$ cat src/ftpp_pkg.sv
// Package for the framed target packet parser: request and result structs,
// parser phase encoding, register indexes and reset values. No dependencies.
package ftpp_pkg;

    // Number of payload bytes in a "found" frame and width of one byte.
    localparam int unsigned PAYLOAD_LEN = 4;
    localparam int unsigned BYTE_W      = 8;
    localparam int unsigned COORD_W     = 16;
    localparam int unsigned AGE_W       = 17;
    localparam int unsigned CFG_IDX_W   = 3;
    localparam int unsigned CFG_DATA_W  = 16;

    // Configuration register indexes.
    localparam logic [CFG_IDX_W-1:0] REG_HEADER    = 3'd0;
    localparam logic [CFG_IDX_W-1:0] REG_FOUND_CMD = 3'd1;
    localparam logic [CFG_IDX_W-1:0] REG_LOST_CMD  = 3'd2;
    localparam logic [CFG_IDX_W-1:0] REG_TRAIL1    = 3'd3;
    localparam logic [CFG_IDX_W-1:0] REG_TRAIL2    = 3'd4;
    localparam logic [CFG_IDX_W-1:0] REG_TIMEOUT   = 3'd5;

    // Register reset values.
    localparam logic [BYTE_W-1:0]     RST_HEADER    = 8'hAA;
    localparam logic [BYTE_W-1:0]     RST_FOUND_CMD = 8'h01;
    localparam logic [BYTE_W-1:0]     RST_LOST_CMD  = 8'h00;
    localparam logic [BYTE_W-1:0]     RST_TRAIL1    = 8'h0D;
    localparam logic [BYTE_W-1:0]     RST_TRAIL2    = 8'h0A;
    localparam logic [CFG_DATA_W-1:0] RST_TIMEOUT   = 16'd500;

    // Input modes.
    localparam logic MODE_BYTE = 1'b0;
    localparam logic MODE_TICK = 1'b1;

    typedef enum logic [2:0] {
        PH_HEADER  = 3'd0,
        PH_COMMAND = 3'd1,
        PH_PAYLOAD = 3'd2,
        PH_TRAIL1  = 3'd3,
        PH_TRAIL2  = 3'd4
    } t_phase;

    typedef struct packed {
        logic              mode;
        logic [BYTE_W-1:0] rx_byte;
    } t_in;

    typedef struct packed {
        logic               target_found;
        logic [COORD_W-1:0] target_x;
        logic [COORD_W-1:0] target_y;
        logic               frame_done;
        logic               timed_out;
    } t_out;

    // Frame-matching bytes handed to the parser.
    typedef struct packed {
        logic [BYTE_W-1:0] header;
        logic [BYTE_W-1:0] found_cmd;
        logic [BYTE_W-1:0] lost_cmd;
        logic [BYTE_W-1:0] trail1;
        logic [BYTE_W-1:0] trail2;
    } t_frame_cfg;

    // Completed-frame event reported by the parser for the current byte.
    typedef struct packed {
        logic               found_done;
        logic               lost_done;
        logic [COORD_W-1:0] x;
        logic [COORD_W-1:0] y;
    } t_frame_evt;

endpackage

$ cat src/ftpp_parser.sv
// Byte-level frame parser: header, command, payload and trailer tracking.
// Depends on ftpp_pkg for the phase encoding and the config/event structs.
module ftpp_parser
    import ftpp_pkg::*;
(
    input  logic        i_clk,
    input  logic        i_rst_n,
    input  logic        i_byte_valid,
    input  logic [7:0]  i_byte,
    input  t_frame_cfg  i_cfg,
    output t_frame_evt  o_evt
);

    t_phase            r_phase, n_phase;
    logic [BYTE_W-1:0] r_cmd, n_cmd;
    logic [2:0]        r_count, n_count;
    logic [BYTE_W-1:0] r_payload [PAYLOAD_LEN];
    logic              payload_we;

    // Phase register and held command.
    always_ff @(posedge i_clk) begin
        if (!i_rst_n) begin
            r_phase <= PH_HEADER;
            r_cmd   <= '0;
            r_count <= '0;
        end else begin
            r_phase <= n_phase;
            r_cmd   <= n_cmd;
            r_count <= n_count;
        end
    end

    // Payload bytes have no reset; they are written only in the payload phase.
    always_ff @(posedge i_clk) begin
        if (payload_we) begin
            r_payload[r_count[1:0]] <= i_byte;
        end
    end

    // Next phase and frame completion for the byte now being taken.
    always_comb begin
        n_phase          = r_phase;
        n_cmd            = r_cmd;
        n_count          = r_count;
        payload_we       = 1'b0;
        o_evt.found_done = 1'b0;
        o_evt.lost_done  = 1'b0;
        o_evt.x          = {r_payload[1], r_payload[0]};
        o_evt.y          = {r_payload[3], r_payload[2]};
        if (i_byte_valid) begin
            case (r_phase)
                PH_COMMAND: begin
                    n_cmd = i_byte;
                    if (i_byte == i_cfg.found_cmd) begin
                        n_count = '0;
                        n_phase = PH_PAYLOAD;
                    end else if (i_byte == i_cfg.lost_cmd) begin
                        n_phase = PH_TRAIL1;
                    end else begin
                        n_phase = PH_HEADER;
                    end
                end
                PH_PAYLOAD: begin
                    payload_we = 1'b1;
                    n_count    = r_count + 3'd1;
                    if (n_count >= 3'(PAYLOAD_LEN)) begin
                        n_phase = PH_TRAIL1;
                    end
                end
                PH_TRAIL1: begin
                    n_phase = (i_byte == i_cfg.trail1) ? PH_TRAIL2 : PH_HEADER;
                end
                PH_TRAIL2: begin
                    // The held command is checked against the registers as they are now.
                    if (i_byte == i_cfg.trail2) begin
                        if (r_cmd == i_cfg.found_cmd) begin
                            o_evt.found_done = 1'b1;
                        end else if (r_cmd == i_cfg.lost_cmd) begin
                            o_evt.lost_done = 1'b1;
                        end
                    end
                    n_phase = PH_HEADER;
                end
                default: begin
                    n_phase = (i_byte == i_cfg.header) ? PH_COMMAND : PH_HEADER;
                end
            endcase
        end
    end

    // While collecting payload the count never reaches the frame length.
    a_count_range: assert property (@(posedge i_clk) disable iff (!i_rst_n)
        r_phase == PH_PAYLOAD |-> r_count < 3'(PAYLOAD_LEN))
        else $error("payload count out of range");

    // A completed frame always sends the parser back to the header hunt.
    a_done_to_header: assert property (@(posedge i_clk) disable iff (!i_rst_n)
        (o_evt.found_done || o_evt.lost_done) |=> r_phase == PH_HEADER)
        else $error("parser did not return to header after a frame");

endmodule

$ cat src/framed_target_packet_parser.sv
// Top level of the framed target packet parser: config registers, found flag,
// age counter and the two-entry result buffer. Depends on ftpp_pkg, ftpp_parser.
//
// Each request is either a received byte or a timer tick, and each one yields
// exactly one result. That result is in the output register on the cycle after
// the request is accepted, unless an earlier result is still waiting for the
// receiver. The block takes one request per clock cycle; all per-request work
// is a single pass of logic whose state is updated at acceptance. Results go
// into an output register backed by a one-entry skid register, so a request is
// still accepted while one finished result waits; o_in_ready drops only when
// both are full. Configuration is written through i_cfg_we/i_cfg_index/i_cfg_data
// with no wait; indexes beyond the last register are ignored.
module framed_target_packet_parser
    import ftpp_pkg::*;
(
    input  logic                  i_clk,
    input  logic                  i_rst_n,
    input  logic                  i_in_valid,
    output logic                  o_in_ready,
    input  t_in                   i_in_data,
    output logic                  o_out_valid,
    input  logic                  i_out_ready,
    output t_out                  o_out_data,
    input  logic                  i_cfg_we,
    input  logic [CFG_IDX_W-1:0]  i_cfg_index,
    input  logic [CFG_DATA_W-1:0] i_cfg_data
);

    localparam logic [AGE_W-1:0] AGE_MAX = '1;

    t_frame_cfg          r_cfg;
    logic [CFG_DATA_W-1:0] r_timeout;
    logic                r_found, n_found;
    logic [COORD_W-1:0]  r_x, n_x;
    logic [COORD_W-1:0]  r_y, n_y;
    logic [AGE_W-1:0]    r_age, n_age;
    logic                r_out_valid, r_skid_valid;
    t_out                r_out, r_skid;
    t_out                result;
    t_frame_evt          evt;
    logic                in_fire, out_free, byte_valid, expired;

    assign o_in_ready  = !r_skid_valid;
    assign in_fire     = i_in_valid && o_in_ready;
    assign out_free    = !r_out_valid || i_out_ready;
    assign byte_valid  = in_fire && (i_in_data.mode == MODE_BYTE);
    assign o_out_valid = r_out_valid;
    assign o_out_data  = r_out;

    // Configuration registers.
    always_ff @(posedge i_clk) begin
        if (!i_rst_n) begin
            r_cfg.header    <= RST_HEADER;
            r_cfg.found_cmd <= RST_FOUND_CMD;
            r_cfg.lost_cmd  <= RST_LOST_CMD;
            r_cfg.trail1    <= RST_TRAIL1;
            r_cfg.trail2    <= RST_TRAIL2;
            r_timeout       <= RST_TIMEOUT;
        end else if (i_cfg_we) begin
            case (i_cfg_index)
                REG_HEADER:    r_cfg.header    <= i_cfg_data[BYTE_W-1:0];
                REG_FOUND_CMD: r_cfg.found_cmd <= i_cfg_data[BYTE_W-1:0];
                REG_LOST_CMD:  r_cfg.lost_cmd  <= i_cfg_data[BYTE_W-1:0];
                REG_TRAIL1:    r_cfg.trail1    <= i_cfg_data[BYTE_W-1:0];
                REG_TRAIL2:    r_cfg.trail2    <= i_cfg_data[BYTE_W-1:0];
                REG_TIMEOUT:   r_timeout       <= i_cfg_data;
                default: begin
                end
            endcase
        end
    end

    ftpp_parser u_parser (
        .i_clk        (i_clk),
        .i_rst_n      (i_rst_n),
        .i_byte_valid (byte_valid),
        .i_byte       (i_in_data.rx_byte),
        .i_cfg        (r_cfg),
        .o_evt        (evt)
    );

    // Found flag, coordinates and age for the request being accepted.
    always_comb begin
        n_found = r_found;
        n_x     = r_x;
        n_y     = r_y;
        n_age   = r_age;
        expired = 1'b0;
        if (in_fire) begin
            if (i_in_data.mode == MODE_TICK) begin
                if (r_age != AGE_MAX) begin
                    n_age = r_age + AGE_W'(1);
                end
                if (r_found && (n_age > {1'b0, r_timeout})) begin
                    n_found = 1'b0;
                    expired = 1'b1;
                end
            end else if (evt.found_done) begin
                n_x     = evt.x;
                n_y     = evt.y;
                n_found = 1'b1;
                n_age   = '0;
            end else if (evt.lost_done) begin
                n_found = 1'b0;
                n_age   = '0;
            end
        end
        result.target_found = n_found;
        result.target_x     = n_x;
        result.target_y     = n_y;
        result.frame_done   = evt.found_done || evt.lost_done;
        result.timed_out    = expired;
    end

    always_ff @(posedge i_clk) begin
        if (!i_rst_n) begin
            r_found <= 1'b0;
            r_x     <= '0;
            r_y     <= '0;
            r_age   <= '0;
        end else begin
            r_found <= n_found;
            r_x     <= n_x;
            r_y     <= n_y;
            r_age   <= n_age;
        end
    end

    // Result buffer: output register with a one-entry skid behind it.
    always_ff @(posedge i_clk) begin
        if (!i_rst_n) begin
            r_out_valid  <= 1'b0;
            r_skid_valid <= 1'b0;
        end else if (out_free) begin
            r_out_valid  <= r_skid_valid || in_fire;
            r_skid_valid <= 1'b0;
        end else if (in_fire) begin
            r_skid_valid <= 1'b1;
        end
    end

    always_ff @(posedge i_clk) begin
        if (out_free) begin
            r_out <= r_skid_valid ? r_skid : result;
        end else if (in_fire) begin
            r_skid <= result;
        end
    end

    // A request is either a byte or a tick, so both flags never appear together.
    a_done_xor_timeout: assert property (@(posedge i_clk) disable iff (!i_rst_n)
        o_out_valid |-> !(o_out_data.frame_done && o_out_data.timed_out))
        else $error("frame_done and timed_out in one result");

    // A timeout always leaves the flag cleared.
    a_timeout_clears: assert property (@(posedge i_clk) disable iff (!i_rst_n)
        (o_out_valid && o_out_data.timed_out) |-> !o_out_data.target_found)
        else $error("timeout result still reports found");

    // The skid register only fills behind a full output register.
    a_skid_order: assert property (@(posedge i_clk) disable iff (!i_rst_n)
        r_skid_valid |-> r_out_valid)
        else $error("skid holds a result while output register is empty");

    // A found frame restarts the age counter.
    a_age_restart: assert property (@(posedge i_clk) disable iff (!i_rst_n)
        (in_fire && evt.found_done) |=> r_age == '0)
        else $error("age not restarted by a found frame");

endmodule

$ cat config.mk
export PLATFORM = sky130hd
export DESIGN_NAME = framed_target_packet_parser
export DESIGN_NICKNAME = d
export VERILOG_FILES = /design/src/ftpp_pkg.sv /design/src/ftpp_parser.sv /design/src/framed_target_packet_parser.sv
export SDC_FILE = /design/constraint.sdc
export NUM_CORES = 1
export LEC_CHECK = 0
export ABC_AREA = 1
export BUFFER_PORTS_ARGS = -buffer_cell sky130_fd_sc_hd__buf_2
export CORE_UTILIZATION = 62
export DETAILED_ROUTE_END_ITERATION = 6
export PLACE_DENSITY = 0.9
export SETUP_SLACK_MARGIN = 0.3
export SLEW_MARGIN = 0
export SYNTH_ARGS = -nofsm -noshare
export SYNTH_HDL_FRONTEND = slang
export SYNTH_HIERARCHICAL = 1
export SYNTH_SLANG_ARGS = --single-unit
$ cat constraint.sdc
create_clock -name i_clk -period 8.2 [get_ports i_clk]
set_input_delay 0.41 -clock i_clk [delete_from_list [all_inputs] [get_ports i_clk]]
set_output_delay 0.41 -clock i_clk [all_outputs]
set_load 0.03 [all_outputs]
== Word level (Yosys, flattened, before mapping) ==
Memory sizes are Yosys's and may differ from the RTL's.
Index checks and enable logic that the tools add are counted.

* $add $sub $neg: 2
* Magnitude comparators: 2
* Equality and inequality tests: 19
* Muxes and demuxes: 39
* Bitwise gates (word level): 3
* Reduce and logical (&&, ||, !) cells: 23

{| class="wikitable"
|+ Operator list
! cell !! number
|-
| 2-to-1 mux 17 bit || 6
|-
| 2-to-1 mux 16 bit || 6
|-
| equality test 8 bit || 7
|-
| 2-to-1 mux 35 bit || 1
|-
| AND reduction 2 bit || 10
|-
| adder 17 x 1 -> 17 bit (second input constant) || 1
|-
| greater-than comparator 17 x 16 -> 1 bit || 1
|-
| inequality test 17 bit (second input constant) || 1
|-
| 2-to-1 mux 1 bit || 16
|-
| equality test 3 x 2 -> 1 bit (second input constant) || 4
|-
| 2-to-1 mux 3 bit || 4
|-
| one-hot mux 3 bit (4 select lines) || 1
|-
| equality test 3 bit (second input constant) || 3
|-
| 2-to-1 mux 2 bit || 4
|-
| equality test 3 x 1 -> 1 bit (second input constant) || 2
|-
| one-hot mux 3 bit (2 select lines) || 1
|-
| inequality test 2 x 1 -> 1 bit (second input constant) || 2
|-
| adder 3 x 1 -> 3 bit (second input constant) || 1
|-
| greater-or-equal comparator 3 bit (second input constant) || 1
|-
| logical AND 1 bit || 3
|-
| logical NOT 3 bit || 1
|-
| logical OR 1 bit || 3
|-
| NOT 1 bit || 3
|-
| AND reduction 3 bit || 1
|-
| 4 further kinds || 5
|}

* Flip-flop bits (word level): 192
* RAM bits: 32
* Bits of input ports: 33
* Output and inout port bits: 37
* Logic and storage cells: 114
* Memories kept: 1

{| class="wikitable"
|+ Memory list
! memory !! depth !! bits a word !! read ports !! clocked after memory_dff !! write ports !! RTL line !! RTL
|-
| u_parser.r_payload || 4 || 8 || 4 || 0 || 1 || ftpp_parser.sv:17 || <nowiki>logic [BYTE_W-1:0] r_payload [PAYLOAD_LEN];</nowiki>
|}

== Logic depth before layout (Yosys ltp) ==
Gate-level depths: netlist of run 1.

* Depth in word-level cells: 11
* Gate-level depth with buffers: 24
* Gate-level depth less buffers: 24

== Hierarchy ==
Netlist of run 1, hierarchy kept.

{| class="wikitable"
|+ Modules (own cells, without submodules)
! module !! times used !! cells an instance !! area each (µm²) !! sequential area each (µm²)
|-
| framed_target_packet_parser || 1 || 862 || 7504.7 || 4264.1
|-
| ftpp_parser || 1 || 269 || 2511.2 || 1241.2
|}

== Worst setup path after synthesis of run 1 ==
No wires, ideal clock.

* Path kind: register -> register
* From: register r_out_valid (netlist: o_out_valid)
* To: register r_skid[0] (netlist name) (enable)
* Library setup time: 0.427 ns
* Arrival time: 2.742 ns
* Slack: 5.030 ns
* Stages on the path, launching flop included: 5
* Path buffers: 0
* Clock period less this slack: 3.170 ns
* Cell sequence: dfxtp_1 -> inv_1 -> nor2_1 -> inv_1 -> nor2_1

* Word-level cells in the longest chain between the ends: 4

{| class="wikitable"
|+ RTL lines
! element !! RTL line !! RTL
|-
| start: declaration || framed_target_packet_parser.sv:37 || <nowiki>logic r_out_valid, r_skid_valid;</nowiki>
|-
| start signal: assignment || framed_target_packet_parser.sv:135 || <nowiki>r_out_valid <= r_skid_valid || in_fire;</nowiki>
|-
| logical NOT 1 bit || framed_target_packet_parser.sv:45 || <nowiki>assign out_free = !r_out_valid || i_out_ready;</nowiki>
|-
| logical OR 1 bit || framed_target_packet_parser.sv:45 ||
|-
| net out_free || framed_target_packet_parser.sv:41 || <nowiki>logic in_fire, out_free, byte_valid, expired;</nowiki>
|-
| NOT 1 bit (no source line) || - ||
|-
| AND reduction 2 bit (no source line) || - ||
|-
| end signal: assignment || framed_target_packet_parser.sv:146 || <nowiki>r_skid <= result;</nowiki>
|-
| end: declaration || framed_target_packet_parser.sv:38 || <nowiki>t_out r_out, r_skid;</nowiki>
|}

The timed path passes the listed nets, and every way through them passes these cells.
A chain may end at the register's enable or synchronous reset.

==> impl_metrics.json, run 1 <==
{
  "synth-seq-cells": 224,
  "place_congestion": 0.931,
  "synth_sequential_area_ratio": 0.550,
  "rsz0062_at_grt": "false",
  "critPathSlowestCell": "nand2_2",
  "drt_iter0_drc": 742,
  "worst_pin_slew_ns": 1.09,
  "syn_inst": 1131,
  "dieArea_um2": 16700,
  "wl_per_cell_um": 15.2,
  "synth.distinct_cells": 44,
  "worst_setup_path_end_kind": "flop",
  "crit_required_ns": 8.43,
  "firstDrtPassIters": 6,
  "cts-htree-levels": 1,
  "cts.path.max_buffers": 3,
  "die_y_um": 129,
  "hpwl_um": 13900,
  "timing.fmax_ghz": 0.301,
  "yosysWarnings": 6,
  "drt_wl_total_um": 21600,
  "multiInputGateArea_um2": 3730,
  "status": "finished, final reports clean",
  "final.setup_skew_ns": 0.00958,
  "worst_path_largest_cell_delay_ns": 0.64,
  "setup_viol": 0,
  "routed_via_density": 5.43,
  "grt_usage": 0.262,
  "start_util": 0.633,
  "layout.nets": 1246,
  "finalMaxSlewViolations": 0,
  "chipWidth_um": 129,
  "antenna_found_initial": 0,
  "post_cts_buffers": 0,
  "drc": 0,
  "vias": 7741,
  "antenna_left": 0,
  "synth_edf_count": 102,
  "yosysTopAreaCellShare": 0.306,
  "cp-start-kind": "flop",
  "cap_violations": 0,
  "crit_arrival_ns": 3.56,
  "crit_family": "simple AND/OR/NAND/NOR gates",
  "avgSynthCellArea_um2": 8.86,
  "slew_headroom": 0.271,
  "min_period_over_period": 0.405,
  "syn_to_final_growth_pct": 12.3,
  "clk_pin_slew_worst_paths_ns": 0.07,
  "syn_area_um2": 10000,
  "fin_crit_ns": 3.32,
  "path_class": "reg -> reg",
  "overflow": 0,
  "hold_violations": 0,
  "synthFlopType": "dfxtp_1",
  "n_fill_cell": 1099,
  "synthTopCellsByArea": "edfxtp_1, dfxtp_1, nand2_1",
  "cts_resized": 0,
  "cp_num_buf_inv": 3,
  "cts_tree": "done",
  "io_buffers": 69,
  "ff_latch_area_um2": 5510,
  "tns_ns": 0,
  "syn_nets": 1185,
  "min_path_type": "in -> reg",
  "cts_buffers": 23,
  "power_leakage_nw": 5.07,
  "fp.coreArea_um2": 15800,
  "cts-hold-fix-buffers": 0,
  "path_max_fanout": 69,
  "clock_sinks": 224,
  "fp-row-count": 46,
  "drive_gt1_frac": 0.149,
  "n_antenna_cell": 0,
  "grt_pass1_wl_um": 34200,
  "design.portCount": 70,
  "crit_chain": "buf_4 > nor2_4 > inv_2 > nor2_4 > inv_1 > nor2_1 > nand2_1 > nor2_1 > nand2_2 > o21ai_0 > o21ai_0",
  "grt_start_max_net_pins": 70,
  "p_per_area_nw_per_um2": 215,
  "clock_latency_ns": 0.51,
  "synth_top_cell_by_area": "edfxtp_1",
  "root_buffer": "clkbuf_16",
  "vdd_ir_drop_max_v": 0.000154,
  "synth-async-reset-ratio": 0,
  "final_common_cell": "nand2_1",
  "post-route-util": 0.710,
  "power.total_w": 0.00242,
  "mostFrequentLayoutCells": "nand2_1, nor2_1, inv_1",
  "grt_pass1_vias": 7060
}
worst min-delay path, stage by stage:
cell and delay [ns]:
buf_2 0.09, nand2_1 0.05, o211ai_1 0.07
per-stage QoR:
step	instances	hold slack, ns	worst slack [ns]	cell area (µm²)
after floorplan	1131	0.435	5.03	10000
after global routing	1425	0.168	4.46	11200
after detailed placement	1383	0.467	4.94	10500
after global placement	1383	0.454	5.10	10500
final	1425	0.145	4.88	11200
after CTS	1425	0.139	4.85	11200
worst paths after layout:
path / end / from / slack [ns] / depth (start not counted)
worst max-delay path: o_out_data[25] / r_skid_valid / 4.88 / 11
worst min-delay path: r_timeout[8] / i_cfg_data[8] / 0.15 / 3
worst max register to register: o_out_data[25] / r_skid_valid / 4.88 / 11
worst min register to register: r_timeout[14] / r_timeout[14] / 0.47 / 2
cell usage after synthesis (all sizes together), types with 17 or more instances:
cell type	count
a21oi	49
buf	17
clkbuf	21
dfxtp	122
edfxtp	102
ha	21
inv	147
nand2	258
nand3	24
nor2	152
o21ai	121
xnor2	31
xor2	18
per-layer routing:
metal  up-vias  part of all wire  global-route usage
met4         0             0.027               0.102
met1      3570              0.42               0.345
met5         -                 0                   0
met3        50             0.081              0.0425
li1       3765                 -                   -
met2       356              0.48               0.434
cell families after synthesis:
kind of cell,share of synthesized area
AOI/OAI and AO/OA,0.101
DFF,0.550
buffers and inverters,0.0783
adders and majority gates,0.0262
and+or+nand+nor,0.201
xor gates and xnor gates,0.0436
layout make-up:
cell class,instances,area share
tap,216,0.0240
sequential,224,0.490
clock inverter,12,0.0131
inverter,149,0.0503
timing repair buffer,74,0.0341
clock buffer,30,0.0571
multi-input combinational,720,0.332
sequential cells by signal, summed over array words and instances, names as in the netlist:
name                count
r_skid_valid            1
o_out_valid             1
r_x                    16
u_parser/r_phase        3
u_parser/r_payload     32
r_cfg                  40
u_parser/r_count        3
o_out_data             35
r_timeout              16
r_age                  17
r_y                    16
u_parser/r_cmd          8
r_skid                 35
r_found                 1
where the power goes:
group | leakage [nW] | internal [W] | switching, W
Combinational | 2.68 | 0.0000395 | 0.0000973
Clock | 0.386 | 0.000649 | 0.000431
Sequential | 2.01 | 0.00119 | 0.0000120
(Power assumes the default switching activity.)
==> run 2: changes to the inputs <==
Settings changed: ABC_AREA 1 to 0, CORE_UTILIZATION 62 to 60, PLACE_DENSITY 0.9 to 0.87.
Clock period 8.2 ns to 3.4 ns, I/O delays scaled along.
==> run 2 against run 1 <==
Effect of this change:
- clock skew increased by 0.017 ns
- cell count decreased by 15%
- first-iteration DRC count decreased by 16%
- critical endpoint is now o_out_data[0]
==> impl_metrics.json, run 2 <==
{
  "design.portCount": 70,
  "cts_tree": "done",
  "final_common_cell": "nand2_1",
  "drive_gt1_frac": 0.243,
  "mostFrequentLayoutCells": "nand2_1, dfxtp_1, edfxtp_1",
  "drc": 0,
  "hold_ws_ns": 0.0468,
  "p_per_area_nw_per_um2": 509,
  "antenna_left": 0,
  "worst_path_largest_cell_delay_ns": 0.41,
  "vias": 7063,
  "finalMaxSlewViolations": 0,
  "yosys-top-cells-count": "nand2_1, dfxtp_1, edfxtp_1, mux2_2, a21oi_1",
  "synth.distinct_cells": 71,
  "root_buffer": "clkbuf_16",
  "syn_inst": 893,
  "slew_headroom": 0.275,
  "top_register": "r_cfg",
  "synth-seq-cells": 224,
  "final.setup_skew_ns": 0.0266,
  "synthTopCellsByArea": "edfxtp_1, dfxtp_1, mux2_2",
  "setup_viol": 0,
  "min_period_over_period": 0.891,
  "final_cell_count_no_fill": 1215,
  "n_antenna_cell": 0,
  "hpwl_um": 14800,
  "clock_latency_ns": 0.53,
  "path_class": "reg -> reg",
  "synthFlopType": "dfxtp_1",
  "min_path_type": "in -> reg",
  "crit_arrival_ns": 3.30,
  "cp_num_buf_inv": 0,
  "worst_setup_path_end_kind": "flop",
  "yosysWarnings": 6,
  "crit_family": "compound AO/OA/AOI/OAI gates",
  "syn_area_um2": 10000,
  "yosysTopAreaCellShare": 0.306,
  "routed_via_density": 5.81,
  "critPathSlowestCell": "a2111oi_4",
  "hold_violations": 0,
  "die_y_um": 131,
  "firstDrtPassIters": 5,
  "dp.cells": 1148,
  "grt_pass1_wl_um": 36700,
  "layout.nets": 1036,
  "worst_pin_slew_ns": 1.08,
  "path_max_fanout": 8,
  "synth_sequential_area_ratio": 0.550,
  "fin_ws_ns": 0.370,
  "overflow": 0,
  "power.total_w": 0.00594,
  "antenna_found_initial": 0,
  "crit_chain": "ha_4 > and4_4 > a2111oi_4 > xor2_1 > ha_1 > a211oi_1 > o211ai_1 > a32o_1 > o2111ai_2 > nand3_1",
  "grt_start_max_net_pins": 65,
  "grt_pass1_vias": 6749,
  "status": "finished, final reports clean",
  "synth_edf_count": 102,
  "timing.fmax_ghz": 0.330,
  "vdd_ir_drop_max_v": 0.000428,
  "yosysMostFrequentCell": "nand2_1",
  "fp-row-count": 46,
  "largest_reg_flops": 40,
  "start_util": 0.621,
  "tns_ns": 0,
  "dieArea_um2": 17200,
  "place_congestion": 0.903,
  "cts_buffers": 23,
  "fin_crit_ns": 3.03,
  "crit_required_ns": 3.67,
  "cp-start-kind": "flop",
  "clk_pin_slew_worst_paths_ns": 0.06,
  "clock_sinks": 224,
  "grt_usage": 0.270,
  "cts.path.max_buffers": 3,
  "wl_per_cell_um": 19.2,
  "chipWidth_um": 131,
  "syn_to_final_growth_pct": 16.4,
  "rsz0062_at_grt": "false",
  "synth-async-reset-ratio": 0,
  "synth_top_cell_by_area": "edfxtp_1",
  "drt_iter0_drc": 624,
  "avgSynthCellArea_um2": 11.2,
  "power_leakage_nw": 4.61,
  "cts-htree-levels": 1,
  "fp.coreArea_um2": 16100,
  "pre_cts_ws_ns": 0.175,
  "cap_violations": 0,
  "io_buffers": 69,
  "n_fill_cell": 1097,
  "syn_nets": 947,
  "drt_wl_total_um": 23300
}
## run 2: cell count changes after synthesis, moves of 12 or more
| cell | change |
|---|---|
| nor2_1 | -126 |
| inv_1 | -114 |
| nand2_1 | -98 |
| o21ai_0 | -84 |
| mux2_2 | +66 |
| and2_1 | +40 |
| o21ai_1 | -21 |
| a21oi_1 | +19 |
| nor2b_1 | +15 |
| xor2_1 | +15 |
| a21oi_2 | -12 |
| a31oi_1 | +12 |
## run 2: area by class of cell
| cell class | count | area, µm² | share of cell area |
|---|---|---|---|
| multi-input combinational | 599 | 4240 | 0.363 |
| clock buffer | 30 | 632 | 0.0542 |
| clock inverter | 12 | 180 | 0.0155 |
| sequential | 224 | 5510 | 0.473 |
| tap | 216 | 270 | 0.0232 |
| inverter | 21 | 78.8 | 0.00676 |
| timing repair buffer | 113 | 751 | 0.0644 |
## run 2: worst register-to-register path, delay by kind of cell (launching register included)
kind | cells | cell delay, ns
simple gates | 2 | 0.35
fa+ha+maj | 2 | 0.45
xor+xnor | 1 | 0.19
flops | 1 | 0.37
compound gates | 5 | 1.44
## run 2: final timing paths
check / to / from / cells after the start / slack (ns)
max: o_out_data[0] / r_age[1] / 10 / 0.37
min: r_age[16] / i_rst_n / 3 / 0.05
max reg2reg: o_out_data[0] / r_age[1] / 10 / 0.37
min reg2reg: r_timeout[9] / r_timeout[9] / 2 / 0.46
## run 2: kinds of logic after synthesis
kind of cell	synth area share
and+or+nand+nor	0.151
DFF	0.550
AOI/OAI and AO/OA	0.0871
muxes	0.0857
xor gates and xnor gates	0.0652
buffers and inverters	0.0355
adders and majority gates	0.0262
## run 2: stage by stage
stage,area [µm²],util
3_3_place_gp,10500,0.653
3_5_place_dp,10500,0.653
4_1_cts,11500,0.716
6_report,11700,0.723
5_1_grt,11700,0.723
2_1_floorplan,10000,-
## run 2: metal layers
layer	global-route usage	wire length (µm)	vias to the layer above	share of wire
met2	0.456	11300	251	0.48
met5	0	0	-	0
met4	0.0850	737	0	0.032
met1	0.357	9870	3409	0.42
li1	-	-	3341	-
met3	0.0394	1420	62	0.061
## run 2: power by group
| group | internal (W) | switching (W) | leakage [nW] | total (W) |
|---|---|---|---|---|
| combinational | 0.000119 | 0.000229 | 2.20 | 0.000348 |
| clock | 0.00163 | 0.00108 | 0.405 | 0.00271 |
| sequential | 0.00286 | 0.0000261 | 2.01 | 0.00288 |
| total | 0.00461 | 0.00133 | 4.61 | 0.00594 |
## run 2: what timing repair did
item                                    4_1_cts  5_1_grt
endpoints found under the setup margin        5       37
hold endpoints to repair                     45        0
pin swaps                                     2        4
hold buffers                                 18        0
resized for setup                             2       19
buffers inserted                              3        3
cloned                                        0        1
